===== src/hw/rtl/fhbp_pkg.sv =====
package fhbp_pkg;

  localparam int MaxDet = 32;
  localparam int IdxW = 5;
  localparam int CntW = 6;

  localparam logic [1:0] ClassDeleted = 2'd0;
  localparam logic [1:0] ClassHead = 2'd1;
  localparam logic [1:0] ClassFace = 2'd2;

  localparam logic [0:0] RegIouThreshold = 1'd0;
  localparam logic [0:0] RegKeepScore = 1'd1;

  localparam logic [15:0] IouThresholdReset = 16'd1966;
  localparam logic [15:0] KeepScoreReset = 16'd58982;

  typedef struct packed {
    logic [7:0] tag;
    logic [1:0] class_id;
    logic [15:0] score;
    logic [15:0] box_x1;
    logic [15:0] box_y1;
    logic [15:0] box_x2;
    logic [15:0] box_y2;
    logic last_in;
  } det_in_t;

  typedef struct packed {
    logic [7:0] out_tag;
    logic [1:0] out_class;
    logic [15:0] out_score;
    logic [15:0] out_x1;
    logic [15:0] out_y1;
    logic [15:0] out_x2;
    logic [15:0] out_y2;
    logic last_out;
    logic [6:0] total_count;
    logic overflow;
  } det_out_t;

  // Stored record: tag, class, score and box coordinates x1, y1, x2, y2.
  localparam int RecW = 8 + 2 + 16 + 64;

  typedef struct packed {
    logic start;
    logic [31:0] inter;
    logic [32:0] uni;
  } div_req_t;

  typedef struct packed {
    logic done;
    logic [16:0] quot;
  } div_rsp_t;

endpackage


===== src/hw/rtl/fhbp_div.sv =====
module fhbp_div (
  input  logic                  clk,
  input  logic                  rst,
  input  fhbp_pkg::div_req_t    req,
  output fhbp_pkg::div_rsp_t    rsp
);
  import fhbp_pkg::*;

  // Restoring division of inter << 16 by uni, one quotient bit a cycle.
  // The caller guarantees inter < uni, so the remainder starts out as inter
  // and only the 16 fraction bits of the quotient need trial subtractions.
  logic [32:0] divisor;
  logic [32:0] rem;
  logic [15:0] quot;
  logic [3:0] step;
  logic busy;
  logic finished;
  logic [33:0] shifted;
  logic [34:0] trial;

  assign shifted = {rem, 1'b0};
  assign trial = {1'b0, shifted} - {2'b00, divisor};

  always_ff @(posedge clk) begin
    if (rst) begin
      busy <= 1'b0;
      finished <= 1'b0;
    end else begin
      finished <= 1'b0;
      if (req.start) begin
        busy <= 1'b1;
        step <= 4'd0;
        divisor <= req.uni;
        rem <= {1'b0, req.inter};
        quot <= 16'd0;
      end else if (busy) begin
        if (!trial[34]) begin
          rem <= trial[32:0];
          quot <= {quot[14:0], 1'b1};
        end else begin
          rem <= shifted[32:0];
          quot <= {quot[14:0], 1'b0};
        end
        step <= step + 4'd1;
        if (step == 4'd15) begin
          busy <= 1'b0;
          finished <= 1'b1;
        end
      end
    end
  end

  assign rsp = '{done: finished, quot: {1'b0, quot}};
endmodule


===== config.mk =====
export PLATFORM = sky130hd
export DESIGN_NAME = fhbp_div
export DESIGN_NICKNAME = d
export VERILOG_FILES = /design/src/hw/rtl/fhbp_pkg.sv /design/src/hw/rtl/fhbp_div.sv
export SDC_FILE = /design/constraint.sdc
export NUM_CORES = 1
export LEC_CHECK = 0
export BUFFER_PORTS_ARGS = -buffer_cell sky130_fd_sc_hd__buf_2
export CAP_MARGIN = 20
export CORE_UTILIZATION = 45
export CTS_CLUSTER_SIZE = 28
export DETAILED_ROUTE_END_ITERATION = 6
export PLACE_DENSITY = 0.72
export SLEW_MARGIN = 30
export SYNTH_ARGS = -nofsm -noshare
export SYNTH_HDL_FRONTEND = slang
export SYNTH_SLANG_ARGS = --single-unit

===== constraint.sdc =====
create_clock -name clk -period 11.6 [get_ports clk]
set_input_delay 1.74 -clock clk [delete_from_list [all_inputs] [get_ports clk]]
set_output_delay 1.74 -clock clk [all_outputs]
set_load 0.1 [all_outputs]

# Word-level counts from Yosys, hierarchy flattened
# Cells that the tools add are included.
classes:
  n_addsub: 2
  n_bitwise: 2
  n_mux: 10
  n_eq_ne: 1
  reduce_logical: 4
op_table:
  columns: ["op", "count"]
  rows:
  - ["two-way mux 33 bit", 2]
  - ["subtractor 34 x 33 -> 35 bit", 1]
  - ["two-way mux 32 bit", 1]
  - ["two-way mux 16 bit", 1]
  - ["two-way mux 1 bit", 5]
  - ["adder 4 x 1 -> 4 bit, second input constant", 1]
  - ["== test 4 bit, second input constant", 1]
  - ["two-way mux 4 bit", 1]
  - ["AND reduction 2 bit", 2]
  - ["OR reduction 3 bit", 1]
  - ["inverter 1 bit", 2]
  - ["nonzero test 2 bit", 1]
word_totals:
  output_inout_bits: 18
  register_bits: 88

# Longest topological paths before layout
logic_depth:
  word_depth: 4
  depth_mapped: 12

# Worst setup path after synthesis
# No wires, ideal clock.
synth_path:
  kind: "input to register"
  from: "in req[65] (netlist name)"
  to: "reg quot[0], enable pin"
  path_stages: 4
  path_buffers: 2
  path_slack_ns: 6.525
  setup_ns: 0.464
  arrival_time_ns: 4.611
  path_cell_list: "clkbuf_1 -> buf_1 -> nor2_1 -> nor2_1"
synth_via:
  elab_chain_cells: 2
synth_rtl:
  columns: ["element", "line", "text"]
  rows:
  - ["start: declaration", "fhbp_div.sv:4", "input fhbp_pkg::div_req_t req,"]
  - ["nonzero test 2 bit (no source line)", null, null]
  - ["AND reduction 2 bit (no source line)", null, null]
  - ["end signal: assignment", "fhbp_div.sv:39", "quot <= {quot[14:0], 1'b1};"]
  - ["end signal: assignment", "fhbp_div.sv:42", "quot <= {quot[14:0], 1'b0};"]
  - ["end: declaration", "fhbp_div.sv:14", "logic [15:0] quot;"]
# Every way passes these cells.
# A chain may end at the register's enable or synchronous reset.

# Worst setup path in the final report
layout_path:
  from: "in req[65] (netlist name)"
  to: "reg divisor[10], enable pin"
layout_via:
  elab_chain_cells: 1
layout_rtl:
  columns: ["element", "line", "text"]
  rows:
  - ["AND reduction 2 bit (no source line)", null, null]
  - ["end signal: assignment", "fhbp_div.sv:33", "divisor <= req.uni;"]
  - ["end: declaration", "fhbp_div.sv:12", "logic [32:0] divisor;"]
# Every way passes these cells.

==> results.toml <==
[die]
dieArea_sq_um = 12700
die_y_um = 113
die_w_um = 113
design.core.area_sq_um = 12000
start_util_pct = 46.0
ios = 86
rows = 40

[grt]
overflow = 0
grt_pass1_wl_um = 20500
grt_max_degree = 67
grt_pass1_vias = 4367
grtUsageTotal_pct = 20.7
antenna_found_initial = 0

[clock_network]
cts_tree = "yes"
cts_htree_levels = 3
cts-buffers-inserted = 9
clkTransAtPathRegs_ps = 70
post_cts_resized = 0
postCtsHoldBufs = 0
clock_latency_ps = 360
clock-sinks = 88
root_buffer = "clkbuf_16"
postCtsSetupRepairBufs = 0
max-clock-path-buffers = 2

[critical_path]
ff2ff_setup_slack_ps = 7990
crit_path_max_incr_delay_ps = 770
crit_fanout = 66
cp_top_family = "buffers and inverters"
required_ps = 11640
crit_cells = 5
crit_buf_inv = 4
critical_path.most_common_cell = "buf_4"
cp_slowest_cell = "nor2_2"
end_kind = "flop"
path_cells = "buf_2 -> buf_4 -> inv_2 -> nor2_2 -> buf_4"
critPathKind = "in2reg"
start_kind = "input port"
critPathArrivalTime_ps = 3970
reg2regPathDepth = 10

[power]
swShare_pct = 32.4
seqPwrFrac_pct = 40.0
pwr-share-clk_pct = 30.9
ir_worst_vdd_uv = 76.7
combPwrFrac_pct = 29.2
p_int_uw = 667
power_density_nw_per_um2 = 156
leakagePower_uw = 0.00267
p_sw_uw = 320
power_uw = 986

[timing]
setup_violations = 0
setup_tns_ps = 0
clock.fmax_ghz = 0.254
fin_crit_ps = 3930
fin_skew_ps = 7.10
relSlewSlack_pct = 44.0
final_max_slew_viol_count = 0
grt_setup_unrepaired = "no"
hold_viol_final = 0
fin_crit_sh_pct = 33.9
worstMarginPinSlew_ps = 840
holdWs_ps = 509

[synthesis]
synth_top_area_share_pct = 47.0
synth-simple-area-share_pct = 15.1
synth_area_leaders = "edfxtp_1 47%, ha_1 7.5%, a21oi_1 4.2%"
synth_fa_ha_area_share_pct = 7.87
seq_area_frac_synth_pct = 47.7
syn-num-nets = 634
synth_area_leader_cell = "edfxtp_1"
synth_mux_area_share_pct = 2.55
synth_cells = 532
synth_area_sq_um = 5500
synth_compound_area_share_pct = 17.0
syn_avg_cell_area_sq_um = 10.3
ys.flop_type = "edfxtp_1"
synth_cell_type_count = 58
ys_warn_count = 0
synth_top_family_by_area = "compound AO/OA/AOI/OAI gates"
ys_ff_latch = 88
synth_edf_count = 86
synth_xor_area_share_pct = 4.46
ys_async_sr_fraction_pct = 0

[route]
ant_nets = 0
vias = 4277
vias_per_cell = 5.64
drt-initial-drc-count = 229
wire_per_inst_um = 16.0
first_pass_iters = 7
wirelength_um = 12100
drc_errors = 0

[final_layout]
syn2layout_area_growth_pct = 15.3
final_util_pct = 53.0
fin_area_sq_um = 6340
final_common_cell = "edfxtp_1"
nets = 709
final_cell_mix = "86 x edfxtp_1, 84 x buf_2, 46 x a21oi_1"
drive_above_1_share_pct = 19.9
diodes = 0

[job]
maxCapViolCount = 0

[status]
status = "complete, no violations"

[hold_path]
hold_class = "reg2reg"
holdPathStages = 1

[place]
placed_cell_area_sq_um = 6030
portBuffers = 84
dp.final_hpwl_um = 8740
routabilityCongestion = 0.863
[per-layer routing]
layer,routed length (um),vias up,track usage [%]
met5,0,-,0
met4,326,0,10.1
met3,567,26,4.81
met2,5550,126,33.0
met1,5660,2027,26.5
li1,-,2098,-
[through the flow]
step           std cells  setup WS (ps)
3_3_place_gp         743           7300
6_report             759           7670
3_5_place_dp         743           7230
5_1_grt              759           7400
4_1_cts              759           7610
2_1_floorplan        532           6530
[cells in the mapped netlist (10+ instances only)]
master	number
nor2_1	36
nor2b_1	21
mux2i_1	14
xnor2_1	22
inv_1	43
edfxtp_1	86
nand3_1	14
clkbuf_1	12
and3_1	12
nand2_1	31
nor3_1	12
ha_1	33
o21ai_0	19
nor3b_1	10
a221o_1	10
a21o_1	10
a21oi_1	46
[power by group through the flow]
| stage | Combinational (uW) | Sequential (uW) | Clock, uW |
|---|---|---|---|
| after floorplan | 201 | 422 | 0 |
| after global placement | 277 | 400 | 0 |
| after detailed placement | 283 | 401 | 0 |
| after CTS | 286 | 394 | 311 |
| after global routing | 317 | 397 | 323 |
| final | 288 | 394 | 304 |
[sequential cells by signal (all words and copies together) (netlist names)]
| name | count |
|---|---|
| finished | 1 |
| divisor | 33 |
| busy | 1 |
| rem | 33 |
| quot | 16 |
| step | 4 |
[worst paths after layout]
path	start	to
min reg2reg	busy	finished
max reg2reg	divisor[0]	rem[9]
min	busy	finished
max	req[65]	divisor[10]
[layout make-up]
| cell class | instances | area (sq um) |
|---|---|---|
| fill | 1057 | 5620 |
| inverter | 44 | 165 |
| timing repair buffer | 88 | 450 |
| clock buffer | 9 | 225 |
| multi-input combinational | 376 | 2610 |
| clock inverter | 7 | 86.3 |
| tap | 147 | 184 |
| sequential | 88 | 2620 |
[cell families after synthesis]
family                     Yosys count
AOI/OAI and AO/OA                  138
xor gates and xnor gates            28
adders and majority gates           34
buffers and inverters               68
DFF                                 88
muxes                               14
other                                1
and+or+nand+nor                    161
[worst register-to-register path, delay by kind of cell, from the launching register on]
| family | cells | cell delay, ps |
|---|---|---|
| AOI/OAI and AO/OA | 5 | 1410 |
| and+or+nand+nor | 3 | 570 |
| adders and majority gates | 1 | 490 |
| buffers and inverters | 1 | 450 |
| DFF | 1 | 440 |
No activity file was read; power rests on OpenSTA's default activity.
