## src/hw/rtl/fhbp_ram.sv

```systemverilog
module fhbp_ram #(
  parameter int Width = 8,
  parameter int Depth = 32
) (
  input  logic                     clk,
  input  logic                     we,
  input  logic [$clog2(Depth)-1:0] waddr,
  input  logic [Width-1:0]         wdata,
  input  logic [$clog2(Depth)-1:0] raddr,
  output logic [Width-1:0]         rdata
);
  logic [Width-1:0] mem [Depth];

  always_ff @(posedge clk) begin
    if (we) begin
      mem[waddr] <= wdata;
    end
    rdata <= mem[raddr];
  end
endmodule

```

## config.mk

```make
export PLATFORM = sky130hd
export DESIGN_NAME = fhbp_ram
export DESIGN_NICKNAME = d
export VERILOG_FILES = /design/src/hw/rtl/fhbp_ram.sv
export SDC_FILE = /design/constraint.sdc
export NUM_CORES = 1
export LEC_CHECK = 0
export BUFFER_PORTS_ARGS = -buffer_cell sky130_fd_sc_hd__buf_4
export CAP_MARGIN = 20
export CORE_MARGIN = 2
export CORE_UTILIZATION = 50
export DETAILED_ROUTE_END_ITERATION = 6
export PLACE_DENSITY = 0.69
export SLEW_MARGIN = 30
export SYNTH_ARGS = -nofsm -noshare
export SYNTH_HDL_FRONTEND = slang
export SYNTH_SLANG_ARGS = --single-unit
```

## constraint.sdc

```tcl
create_clock -name clk -period 2 [get_ports clk]
set_clock_uncertainty 0.1 [all_clocks]
set_input_delay 0.3 -clock clk [delete_from_list [all_inputs] [get_ports clk]]
set_output_delay 0.3 -clock clk [all_outputs]
set_load 0.005 [all_outputs]
```

Word-level counts from Yosys, hierarchy flattened
Memory sizes are Yosys's and may differ from the RTL's. A register that Yosys moved wholly into a read port is not among the register bits.
Cells that the tools add are included.
{"block": "word_totals", "regBits": 0, "ramBits": 256, "inputBits": 20, "out_inout_bits": 8, "word_cells": 3, "n_memories": 1}
{"block": "classes", "mux": 2}
{"name": "mem", "depth": 32, "word_bits": 8, "read_ports": 1, "rd_ports_with_merged_regs": 1, "write_ports": 1, "line_no": "12", "source": "logic [Width-1:0] mem [Depth];"}
{"operator": "two-way mux 1 bit", "count": 2}

Logic depth before layout (Yosys ltp)
Gate-level depths: netlist of run 1.
{"block": "logic_depth", "word_depth": 2, "ltp_mapped": 5, "ltp_nobuf": 3}

Worst setup path after synthesis of run 1
Ideal clock, no wire load.
{"block": "synth_timing", "path_kind": "input-to-reg", "from": "input raddr[2]", "to": "register rdata[0] (read register of mem)", "setup_time_ns": 0.121, "arrival_time_ns": 1.982, "required_ns": 1.779, "slack_ns": -0.202, "path_stages": 5, "path_buffers": 2, "cell_sequence": "clkbuf_1 clkbuf_1 mux4_2 mux4_2 mux2_2"}
{"item": "start: declaration", "line_no": "9", "source": "input logic [$clog2(Depth)-1:0] raddr,"}
{"item": "end: declaration", "line_no": "10", "source": "output logic [Width-1:0] rdata"}

==> results of run 1 <==
==> metrics by stage <==
step	hold WS (ps)	worst slack (ps)	utilization (%)	instances	power, uW
final	54.5	75.4	59.9	780	11400
after global routing	32.1	37.1	59.9	780	11700
after CTS	31.4	72.3	59.9	780	11500
after detailed placement	572	-365	55.8	734	6940
after global placement	582	-360	55.8	734	6920
after floorplan	299	2.95	-	417	6640
==> flip-flops by register name, indices dropped and copies added, names as in the netlist <==
| signal | flops |
|---|---|
| mem | 256 |
| rdata | 8 |
==> report_power, final <==
group | total (uW) | leakage [uW] | switching, uW | internal (uW)
Combinational | 628 | 0.00100 | 321 | 308
Sequential | 6180 | 0.00237 | 29.6 | 6150
Clock | 4580 | 0.000396 | 1890 | 2680
==> worst register-to-register path, cell delays in order (launching register included) <==
cell      delay, ps
edfxtp_1        390
mux4_2          550
mux4_2          500
mux2_2          290
==> per-layer routing <==
metal  wire [um]  GRT usage (%)  part of all wire [%]
met1        8730           29.2                    44
met2        9360           29.3                    47
met3        1300           3.32                   6.6
met4         335           5.10                   1.7
met5           0              0                     0
==> layout make-up <==
class	instances	area, um^2	share of cell area (%)
tap	265	332	2.82
sequential	264	7850	66.9
clock buffer	35	693	5.90
timing repair buffer	72	653	5.56
multi-input combinational	133	2100	17.9
clock inverter	11	114	0.970
==> final timing paths <==
| path | startpoint | endpoint | slack [ps] |
|---|---|---|---|
| min | raddr[3] | rdata[4] | 50 |
| max | mem[31][2] | rdata[2] | 80 |
| min reg2reg | mem[27][5] | rdata[5] | 820 |
| max reg2reg | mem[31][2] | rdata[2] | 80 |
==> cell families (layout without fill, tap and decap cells) <==
family	Yosys count	in the layout	synth area share, %
muxes	88	88	18.8
and+or+nand+nor	45	45	2.07
buffers and inverters	20	118	1.06
DFF	264	264	78.1
==> cells in the mapped netlist (all sizes together) <==
library cell	number	share of area (%)
edfxtp	256	76
mux4	80	18
nor2	33	1.2
buf	14	0.83
dfxtp	8	1.6
mux2	8	0.90
clkbuf	6	0.22
nand3b	5	0.37
or3b	3	0.26
nand3	2	0.10
nand2	1	0.037
or3	1	0.062
==> impl_metrics.ini, run 1 <==
[outcome]
status = finished, final reports clean

[cells_and_area]
n_fill_cell = 1362
area_delta_synth_final_pct = 16.8
final_area_um2 = 11700
final_cell_mix = edfxtp_1, mux4_2, buf_4, nor2_1, clkbuf_16
drive_gt1_share_pct = 39.0
fin_nets = 516
layout_commonest_cell = edfxtp_1
n_antenna_cell = 0

[logic_synthesis]
syn-instance-count = 417
postSynthAreaPerCell_um2 = 24.1
ys_seq_elements = 264
synth.cell_area_um2 = 10100
synth_warnings = 0
synth_nets = 437
synth_cell_types = 15
yosysSeqAreaShare_pct = 78.1

[floorplanning]
fp.dieH_um = 146
die_area_um2 = 21300
rows = 51
num_io_pins = 28
core_area_um2 = 19600
die_w_um = 146
initial_core_util_pct = 51.3

[critical_path]
cpPeakStageDelay_ps = 550
start_kind = register
slowest_stage = mux4_2
crit_buf_inv = 0
path_depth = 3
cpLargestDelayFamily = multiplexers
worstPathCellList = mux4_2 > mux4_2 > mux2_2
arrival_ps = 2230
crit_type = register to register
crit_required_ps = 2310
r2r_cells = 3
critPathMaxFanout = 1
end_kind = register
critPathMostFrequentCell = mux4_2

[place]
portBuffers = 27
routabilityCongestion = 0.818
dp_hpwl_um = 12800
placed_cell_area_um2 = 10900

[timing]
finalSetupViolations = 0
tightest_slew_ps = 451
drv_slew = 0
max_freq_ghz = 0.520
rsz0062_at_grt = no
slew-limit-headroom_pct = 69.8
fin_crit_ps = 1920
hold_viol = 0
period_share_pct = 96.2
tns_ps = 0

[grt]
track_usage_pct = 19.2
grt_pass1_wl_um = 30000
grt_overflow_total = 0
antenna_found_initial = 0
grt_pass1_vias = 4740
grt_max_degree = 33

[detailed_routing]
viasPerCell = 5.85
finalWirelength_um = 19700
post-route-drc-count = 0
drt_iter0_markers = 532
ant_nets = 0
first_pass_iters = 4
wire_per_inst_um = 25.3
num_vias = 4560

[worst_hold_path]
hold_depth = 2
hold_class = input pin to register

[clock_network]
cts_buffer_depth = 3
cts_buffers = 25
tritoncts = built
postCtsSetupBuffers = 0
htreeDepth = 1
clock_sinks = 264
cts_root_buf = clkbuf_16
cts_resized = 0
cts.clk_slew.worst_paths_ps = 60
cts_hold_buf = 0
clock_latency_ps = 520

[pwr]
ir_drop_mv = 0.595
cellPowerDensity_nw_per_um2 = 970
power.leakage_uw = 0.00377

[flow_run]
cap_violations = 0
(Power assumes the default switching activity.)
==> run 2, diff against run 1 <==
- CORE_MARGIN: 2 -> not set
==> impl_metrics.ini, run 2 (synthesis results as in run 1) <==
[outcome]
status = finished, final reports clean

[clock_network]
cts_hold_buf = 0
cts_buffers = 25
tritoncts = built
cts_resized = 0
clock_sinks = 264
cts.clk_slew.worst_paths_ps = 60
cts_buffer_depth = 3
clock_latency_ps = 520
cts_root_buf = clkbuf_16
htreeDepth = 1
postCtsSetupBuffers = 0

[floorplanning]
rows = 51
die_area_um2 = 20700
initial_core_util_pct = 51.3
num_io_pins = 28
core_area_um2 = 19600
die_w_um = 144
fp.dieH_um = 144

[timing]
fin_crit_ps = 1930
hold_viol = 0
max_freq_ghz = 0.519
tightest_slew_ps = 447
worst_slack_ps = 73.9
tns_ps = 0
period_share_pct = 96.3
rsz0062_at_grt = no
slew-limit-headroom_pct = 70.1
finalSetupViolations = 0
drv_slew = 0

[detailed_routing]
viasPerCell = 5.94
num_vias = 4588
first_pass_iters = 5
drt_iter0_markers = 515
post-route-drc-count = 0
ant_nets = 0
wire_per_inst_um = 26.0
finalWirelength_um = 20100

[place]
dp_hpwl_um = 12600
placed_cell_area_um2 = 10800
portBuffers = 27
dp.cells = 728
pre_cts_ws_ps = -351
routabilityCongestion = 0.769

[pwr]
ir_drop_mv = 0.641
power.leakage_uw = 0.00371
cellPowerDensity_nw_per_um2 = 968

[cells_and_area]
layout_commonest_cell = edfxtp_1
drive_gt1_share_pct = 37.9
largest_reg_flops = 256
n_antenna_cell = 0
register_area_um2 = 7850
area_delta_synth_final_pct = 15.5
fin_cells = 772
final_cell_mix = edfxtp_1, mux4_2, buf_4, nor2_1, clkbuf_16
top_register = mem
final_area_um2 = 11600
top_regs = mem: 256 flops, rdata: 8 flops
fin_nets = 510
n_fill_cell = 1378
multi_input_area_um2 = 2100

[grt]
busiest_layer = met1
track_usage_pct = 20.6
globalRouteMet3Util_pct = 3.60
grt_use_met2_pct = 31.4
grt_pass1_vias = 4568
grt_max_degree = 33
met1_usage_pct = 31.5
grt_pass1_wl_um = 29500
antenna_found_initial = 0
grt_overflow_total = 0

[worst_hold_path]
holdPathEnd = rdata[1]
hold_class = input pin to register
hold_depth = 2
hold_start = raddr[3]

[flow_run]
cap_violations = 0

[critical_path]
cpPeakStageDelay_ps = 530
cpLargestDelayFamily = multiplexers
end_kind = register
arrival_ps = 2230
r2r_cells = 3
critPathMaxFanout = 1
crit_type = register to register
crit_buf_inv = 0
r2r_slack_ps = 70
crit_required_ps = 2300
start_kind = register
critPathMostFrequentCell = mux4_2
r2r-end = rdata[3]
r2r_start = mem[5][3]
startpoint = mem[5][3]
worstPathCellList = mux4_2 > mux4_2 > mux2_2
slowest_stage = mux4_2
-- run 2: metal layers --
layer / vias to the layer above / part of all wire [%]
met2: 164 / 48
met5: - / 0
met1: 2486 / 44
met4: 0 / 1.4
met3: 21 / 6.8
li1: 1917 / -
-- run 2: how the worst max path moves through the flow --
| stage | to | slack, ps | cells after the start |
|---|---|---|---|
| final | rdata[3] | 70 | 3 |
| after CTS | rdata[1] | 60 | 3 |
| after detailed placement | rdata[4] | -350 | 5 |
| after global routing | rdata[4] | 40 | 3 |
| after floorplan | rdata[0] | 3 | 5 |
| after global placement | rdata[4] | -340 | 5 |
-- run 2: power by group --
part           internal (uW)  leakage, uW  switching, uW
logic                    292     0.000958            319
clock network           2560     0.000380           1890
registers               6150      0.00237           35.5
total                   9000      0.00371           2250
-- run 2: stage by stage --
| stage | hold WS (ps) | total power (uW) | util [%] |
|---|---|---|---|
| after floorplan | 299 | 6640 | - |
| after global placement | 582 | 6900 | 55.4 |
| after detailed placement | 578 | 6920 | 55.4 |
| after CTS | 48.7 | 11300 | 59.3 |
| after global routing | 59.0 | 11600 | 59.3 |
| final | 71.2 | 11200 | 59.3 |
-- run 2: area by class of cell --
cell class	instances	area share, %
Clock buffer	31	5.58
Multi-Input combinational cell	133	18.1
Tap cell	265	2.85
Timing Repair Buffer	66	4.91
Sequential cell	264	67.6
Clock inverter	13	1.02
==> run 3, diff against run 2 <==
- BUFFER_PORTS_ARGS: -buffer_cell sky130_fd_sc_hd__buf_4 -> not set
- CELL_PAD_IN_SITES_DETAIL_PLACEMENT: not set -> 1
- CELL_PAD_IN_SITES_GLOBAL_PLACEMENT: not set -> 2
- CORE_UTILIZATION: 50 -> 46
- DONT_BUFFER_PORTS: not set -> 1
- PLACE_DENSITY: 0.69 -> not set
- PLACE_DENSITY_LB_ADDON: not set -> 0.1
==> impl_metrics.ini, run 3 (synthesis results as in run 1) <==
[outcome]
status = finished, final reports clean

[place]
portBuffers = 0
routabilityCongestion = 0.716
dp.cells = 704
dp_hpwl_um = 12900

[cells_and_area]
fin_nets = 495
drive_gt1_share_pct = 34.5
top_regs = mem: 256 flops, rdata: 8 flops
n_antenna_cell = 0
layout_commonest_cell = edfxtp_1
final_cell_mix = edfxtp_1, mux4_2, nor2_1, buf_4, clkbuf_16
area_delta_synth_final_pct = 15.4
largest_reg_flops = 256
fin_cells = 771
top_register = mem
n_fill_cell = 1829

[critical_path]
end_kind = register
crit_required_ps = 2310
r2r_start = mem[21][6]
startpoint = mem[21][6]
arrival_ps = 2240
start_kind = register
critPathMostFrequentCell = mux4_2
crit_type = register to register
critPathMaxFanout = 1
cpPeakStageDelay_ps = 520
worstPathCellList = mux4_2 > mux4_2 > mux2_2
slowest_stage = mux4_2

[floorplanning]
die_w_um = 150
core_area_um2 = 21200
num_io_pins = 28
rows = 53
fp.dieH_um = 150
die_area_um2 = 22500
initial_core_util_pct = 47.4

[grt]
grt_pass1_vias = 4843
antenna_found_initial = 0
grt_overflow_total = 0
track_usage_pct = 21.1
grt_max_degree = 65
grt_pass1_wl_um = 32600

[clock_network]
cts_root_buf = clkbuf_16
cts_buffer_depth = 3
cts_buffers = 27
clock_latency_ps = 530
tritoncts = built
htreeDepth = 1
cts.clk_slew.worst_paths_ps = 60
cts_resized = 0
clock_sinks = 264

[detailed_routing]
viasPerCell = 5.75
num_vias = 4430
post-route-drc-count = 0
first_pass_iters = 4
ant_nets = 0
wire_per_inst_um = 28.5
finalWirelength_um = 22000
drt_iter0_markers = 353

[timing]
max_freq_ghz = 0.519
rsz0062_at_grt = no
drv_slew = 0
whs_ps = 12.0
finalSetupViolations = 0
period_share_pct = 96.4
slew-limit-headroom_pct = 59.8
fin_crit_ps = 1930
hold_viol = 0
tns_ps = 0
tightest_slew_ps = 601

[pwr]
power_uw = 11400
cellPowerDensity_nw_per_um2 = 981
p_switching_uw = 2260
power.leakage_uw = 0.00367
ir_drop_mv = 0.742
cellInternalPower_uw = 9130
power_frac_seq_pct = 54.3
p_clk_share_pct = 41.4
swShare_pct = 19.8
share_comb_of_total_power_pct = 4.3

[flow_run]
cap_violations = 0

[worst_hold_path]
hold_class = input pin to register
hold_start = raddr[4]
[run 3: path summary, 6_finish.rpt]
path / to / slack, ps / cells past startpoint
worst max-delay path: rdata[6] / 70 / 3
worst min register to register: rdata[2] / 820 / 3
worst min-delay path: rdata[3] / 10 / 2
worst max register to register: rdata[6] / 70 / 3
[run 3: cell type report]
type / count / area, um^2 / share of cell area (%)
clock buffers: 36 / 739 / 6.37
multi-input cells: 133 / 2100 / 18.1
clock inverters: 14 / 93.8 / 0.809
flip-flops and latches: 264 / 7850 / 67.7
repair buffers: 49 / 475 / 4.10
well taps: 275 / 344 / 2.97
[run 3: layer usage]
| metal | global-route usage [%] | up-vias | share of wire (%) |
|---|---|---|---|
| li1 | - | 1896 | - |
| met1 | 32.3 | 2387 | 45 |
| met2 | 32.1 | 119 | 47 |
| met3 | 3.17 | 28 | 6.6 |
| met4 | 5.15 | 0 | 1.5 |
| met5 | 0 | - | 0 |
[run 3: timing repair]
item	4_1_cts	5_1_grt
hold buffers	17	0
setup buffers	0	0
hold endpoints to repair	264	0
endpoints found under the setup margin	0	0
[run 3: critical path: cells and delay by family, from the launching register on]
family / cells / cell delay [ps]
flip-flops: 1 / 370
multiplexers: 3 / 1320
[run 3: power groups by stage]
stage / logic, uW / clock network, uW / registers [uW]
2_1_floorplan: 354 / 0 / 6290
3_3_place_gp: 347 / 0 / 6300
3_5_place_dp: 349 / 0 / 6310
4_1_cts: 495 / 4810 / 6190
5_1_grt: 515 / 5010 / 6190
6_report: 486 / 4710 / 6190
[run 3: per-stage QoR]
step	area, um^2	util [%]	setup WS, ps
final	11600	54.7	72.7
after floorplan	10200	-	2.95
after global routing	11600	54.7	32.3
after global placement	10500	49.6	82.4
after detailed placement	10500	49.6	82.7
after CTS	11600	54.7	59.1
